**src/rtl/ldp_pkg.sv**
```systemverilog
package ldp_pkg;

  localparam int NUM_PRIMS_DEF  = 256;
  localparam int MAX_LEN_DEF    = 10;
  localparam int COUNT_BITS_DEF = 20;

  localparam int KIND_W    = 2;
  localparam int ENTRY_W   = 8;
  localparam int SLOT_W    = 4;
  localparam int SYM_W     = 8;
  localparam int WLEN_W    = 4;
  localparam int LONGEST_W = 20;

  typedef enum logic [KIND_W-1:0] {
    KIND_WR_SYM  = 2'd0,
    KIND_WR_LEN  = 2'd1,
    KIND_SEQ     = 2'd2,
    KIND_RESTART = 2'd3
  } kind_t;

  typedef enum logic [2:0] {
    ST_CLEAR,
    ST_IDLE,
    ST_SCAN,
    ST_DRAIN,
    ST_COMMIT,
    ST_RESP
  } state_t;

  typedef struct packed {
    logic clr_len;
    logic wr_sym;
    logic wr_len;
    logic seq_shift;
    logic seq_clear;
    logic rd_en;
    logic commit;
    logic load_out;
  } dp_cmd_t;

  typedef struct packed {
    logic pipe_busy;
    logic out_free;
  } dp_status_t;

endpackage

```
**src/rtl/ldp_ctrl.sv**
```systemverilog
module ldp_ctrl #(
  parameter int NUM_PRIMS = ldp_pkg::NUM_PRIMS_DEF,
  parameter int AW        = (NUM_PRIMS > 1) ? $clog2(NUM_PRIMS) : 1
) (
  input  logic                       clk,
  input  logic                       rst_n,
  input  logic                       in_valid,
  output logic                       in_stall,
  input  logic [ldp_pkg::KIND_W-1:0] in_kind,
  input  ldp_pkg::dp_status_t        status,
  output ldp_pkg::dp_cmd_t           cmd,
  output logic [AW-1:0]              addr
);
  import ldp_pkg::*;

  localparam logic [AW:0] LAST_ENTRY = (AW+1)'(NUM_PRIMS - 1);

  state_t        state_r, state_nxt;
  logic [AW:0]   ctr_r, ctr_nxt;
  logic          accept;
  logic          ctr_last;
  kind_t         kind;

  assign kind     = kind_t'(in_kind);
  assign in_stall = (state_r != ST_IDLE);
  assign accept   = in_valid && (state_r == ST_IDLE);
  assign ctr_last = (ctr_r == LAST_ENTRY);
  assign addr     = ctr_r[AW-1:0];

  always_comb begin
    state_nxt = state_r;
    unique case (state_r)
      ST_CLEAR:  if (ctr_last) state_nxt = ST_IDLE;
      ST_IDLE: begin
        if (accept) state_nxt = (kind == KIND_SEQ) ? ST_SCAN : ST_RESP;
      end
      ST_SCAN:   if (ctr_last) state_nxt = ST_DRAIN;
      ST_DRAIN:  if (!status.pipe_busy) state_nxt = ST_COMMIT;
      ST_COMMIT: state_nxt = ST_RESP;
      ST_RESP:   if (status.out_free) state_nxt = ST_IDLE;
      default:   state_nxt = ST_IDLE;
    endcase
  end

  always_comb begin
    cmd     = '0;
    ctr_nxt = ctr_r;
    unique case (state_r)
      ST_CLEAR: begin
        cmd.clr_len = 1'b1;
        ctr_nxt     = ctr_r + 1'b1;
      end
      ST_IDLE: begin
        ctr_nxt = '0;
        if (accept) begin
          unique case (kind)
            KIND_WR_SYM:  cmd.wr_sym    = 1'b1;
            KIND_WR_LEN:  cmd.wr_len    = 1'b1;
            KIND_SEQ:     cmd.seq_shift = 1'b1;
            KIND_RESTART: cmd.seq_clear = 1'b1;
            default:      cmd.seq_clear = 1'b0;
          endcase
        end
      end
      ST_SCAN: begin
        cmd.rd_en = 1'b1;
        ctr_nxt   = ctr_r + 1'b1;
      end
      ST_DRAIN:  cmd = '0;
      ST_COMMIT: cmd.commit = 1'b1;
      ST_RESP:   cmd.load_out = status.out_free;
      default:   cmd = '0;
    endcase
  end

  always_ff @(posedge clk) begin
    if (!rst_n) begin
      state_r <= ST_CLEAR;
      ctr_r   <= '0;
    end else begin
      state_r <= state_nxt;
      ctr_r   <= ctr_nxt;
    end
  end

endmodule

```
**config.mk**
```make
export PLATFORM = sky130hd
export DESIGN_NAME = ldp_ctrl
export DESIGN_NICKNAME = d
export VERILOG_FILES = /design/src/rtl/ldp_pkg.sv /design/src/rtl/ldp_ctrl.sv
export SDC_FILE = /design/constraint.sdc
export NUM_CORES = 1
export LEC_CHECK = 0
export BUFFER_PORTS_ARGS = -buffer_cell sky130_fd_sc_hd__buf_2
export CORE_MARGIN = 3
export CORE_UTILIZATION = 25
export DETAILED_ROUTE_END_ITERATION = 12
export HOLD_SLACK_MARGIN = 0.12
export SETUP_SLACK_MARGIN = 0.2
export SLEW_MARGIN = 40
export SYNTH_ARGS = -nofsm -noshare
export SYNTH_HDL_FRONTEND = slang
export SYNTH_SLANG_ARGS = --single-unit
```
**constraint.sdc**
```tcl
create_clock -name clk -period 1.5 [get_ports clk]
set_clock_uncertainty 0.1 [all_clocks]
set_input_delay 0.15 -clock clk [delete_from_list [all_inputs] [get_ports clk]]
set_output_delay 0.15 -clock clk [all_outputs]
set_load 0.1 [all_outputs]
```
==> impl_metrics.yaml <==
floorplanning:
  die_h_um: 64.0
  die_w_um: 64.0
  top_level_ports: 24
  start_util: 0.269
  coreArea_sq_um: 3130
  std_cell_rows: 20
  dieArea_sq_um: 4100
logic_synthesis:
  synthMuxAreaShare: 0.0238
  ys_ff_latch: 12
  synthSimpleGateAreaFrac: 0.374
  synth_edf_count: 0
  synth.most_common_cell: "dfxtp_1"
  synth_xor_area_frac: 0
  syn_nets: 115
  synth_area_per_cell_sq_um: 7.93
  synth-main-ff-cell: "dfxtp_1"
  synthAdderAreaFrac: 0.0298
  netlist_area_sq_um: 841
  synth_top_area_share: 0.286
  synthDistinctLibCells: 40
  ys_warn_count: 0
  synth_common_cells: "12 x dfxtp_1, 10 x buf_4, 9 x nor2_1"
  synth_top_area_cell: "dfxtp_1"
  ys_top_cells_by_area: "dfxtp_1 29%, buf_4 8.9%, nand3_1 4.8%, nor3_1 4.8%, nor2_1 4.0%"
  synth_compound_area_frac: 0.146
  synth.yosys.seq_area_share: 0.286
  async_flop_share: 0
  synthCells: 106
  synth_top_family_by_area: "simple AND/OR/NAND/NOR gates"
sta:
  finalSetupViolations: 9
  max_slew_margin: 0.765
  rsz0062_at_grt: "yes"
  worstMarginPinSlew_ns: 0.351
  max_freq_mhz: 604
  maxSlewViolCount: 0
  finalCriticalPeriod_ns: 1.66
  hold_viol: 0
  worst_slack_ns: -0.157
  finalCritPeriodShare: 1.10
  final.setup.tns_ns: -0.815
route:
  drt_iter0_markers: 65
  drc_errors: 0
  vias: 953
  via_per_inst: 4.91
  drtAntennaViolNets: 0
  wire_per_inst_um: 13.9
  first_pass_iters: 4
  routed_wl_um: 2690
global_route:
  top_usage_layer: "met2"
  met2_usage: 0.226
  grt_usage: 0.132
  met3_usage: 0.0351
  first_global_vias: 900
  grt_use_met1: 0.169
  grt_max_degree: 10
  grt_overflow: 0
  antenna_found_initial: 0
  grt_pass1_wl_um: 4310
placement:
  place_area_sq_um: 1280
  gp_congestion: 0.803
  dp_hpwl_um: 1820
  placed_cells: 177
  portBuffers: 23
pwr:
  p_seq_frac: 0.308
  peakVddDrop_v: 0.000445
  combPwrFrac: 0.514
  power.switching_w: 0.000490
  p_int_w: 0.000679
  p_clk_frac: 0.178
  finalPower_w: 0.00117
  power_density_nw_per_um2: 724
  switching_share: 0.419
  p_leak_nw: 0.655
clock_tree:
  cts_tree: "built"
  ctsLongestPathBuffers: 2
  cts_buffers: 3
  clk_pin_slew_ns: 0.08
  clk_latency_ns: 0.27
  clock_sinks: 12
  htreeDepth: 1
  cts-root-buf: "clkbuf_4"
final_layout:
  antenna_cells: 0
  final_nets: 161
  final_cell_count_no_fill: 194
  layout-drive-gt1-share: 0.653
  fin_area_sq_um: 1610
  fillers: 290
  syn_to_final_growth_pct: 92.0
job:
  maxCapViolations: 0
critical_path:
  crit_path_end_kind: "output pin"
  crit_type: "register to output pin"
  worstPathRequired_ns: 1.25
  critical_path_arrival_ns: 1.41
  start_kind: "register"
  crit_fanout: 4
run_status:
  status: "finished with violations"
  failed_checks: "negative setup slack"
worst_hold_path:
  hold_class: "input port to register"
## cell families after synthesis
logic type                 after synthesis
buffers and inverters                   19
AOI/OAI and AO/OA                       18
muxes                                    2
and+or+nand+nor                         53
adders and majority gates                2
DFF                                     12
## worst max-delay path: stages, from the launching register on
cell and delay [ns]:
dfxtp_4 0.37, nor3b_4 0.26, nand2_1 0.13, nor3_4 0.18
buf_12 0.20
## layout by cell type, fill, tap and decap left out, types with 2 or more instances in the layout
| master | Yosys | layout |
|---|---|---|
| and4b_1 | 2 | 2 |
| nor3_4 | 0 | 3 |
| buf_4 | 10 | 23 |
| buf_8 | 0 | 2 |
| nor3_1 | 8 | 2 |
| buf_6 | 1 | 12 |
| clkbuf_4 | 0 | 3 |
| nor2_1 | 9 | 5 |
| nor3_2 | 0 | 3 |
| nand2_2 | 0 | 2 |
| buf_2 | 2 | 6 |
| dfxtp_1 | 12 | 5 |
| buf_12 | 0 | 9 |
| a311oi_1 | 2 | 2 |
| nand2b_1 | 3 | 3 |
| dfxtp_4 | 0 | 4 |
| nand3_2 | 1 | 4 |
| o21ai_0 | 2 | 2 |
| dlygate4sd3_1 | 0 | 2 |
| inv_1 | 5 | 4 |
| nand4_1 | 2 | 2 |
| a21oi_2 | 1 | 5 |
| mux2i_1 | 2 | 2 |
| nand3_1 | 8 | 5 |
| dfxtp_2 | 0 | 3 |
| nand2_1 | 6 | 3 |
| nor2_4 | 0 | 4 |
| nor2b_1 | 2 | 2 |
## flip-flops by register name, summed over array words and instances (netlist names)
register  cells
ctr_r         9
state_r       3
## layout make-up
type	instances	area [sq um]	area share
Clock buffer	3	22.5	0.0140
Inverter	6	26.3	0.0163
Multi-Input combinational cell	75	683	0.423
Sequential cell	12	259	0.160
Tap cell	44	55.1	0.0341
Timing Repair Buffer	54	568	0.352
## metrics by stage
step | hold slack (ns) | setup slack (ns) | util
2_1_floorplan | 0.191 | -0.539 | -
3_3_place_gp | 0.378 | 0.0355 | 0.409
3_5_place_dp | 0.385 | -0.0653 | 0.409
4_1_cts | 0.125 | -0.169 | 0.476
5_1_grt | 0.168 | -0.248 | 0.516
6_report | 0.131 | -0.157 | 0.516
## routing by layer
metal,share of wire,up-vias
met5,0,-
met4,0.011,0
met3,0.048,4
met2,0.53,30
met1,0.41,451
li1,-,468
## final timing paths
kind              startpoint          to  slack (ns)  cells after the start
setup / recovery  state_r[2]      cmd[6]       -0.16                      4
hold / removal     status[1]  state_r[1]        0.13                      3
setup reg to reg    ctr_r[1]  state_r[0]       -0.02                      7
hold reg to reg     ctr_r[8]    ctr_r[8]        0.41                      2
## power by group through the flow
stage / clock, W / sequential (W) / combinational (W)
detailed placement: 0 / 0.000377 / 0.000455
floorplan: 0 / 0.000372 / 0.000338
finish: 0.000208 / 0.000360 / 0.000600
CTS: 0.000214 / 0.000360 / 0.000540
global placement: 0 / 0.000376 / 0.000445
global route: 0.000230 / 0.000363 / 0.000630
## repair_timing
action / 4_1_cts / 5_1_grt
resized for setup: 27 / 22
buffers inserted: 8 / 4
pin swaps: 9 / 18
hold buffers: 2 / 0
endpoints found under the setup margin: 28 / 22
cloned: 0 / 0
hold endpoints to repair: 2 / 0
Note: power is estimated with default switching activity, not from simulation.
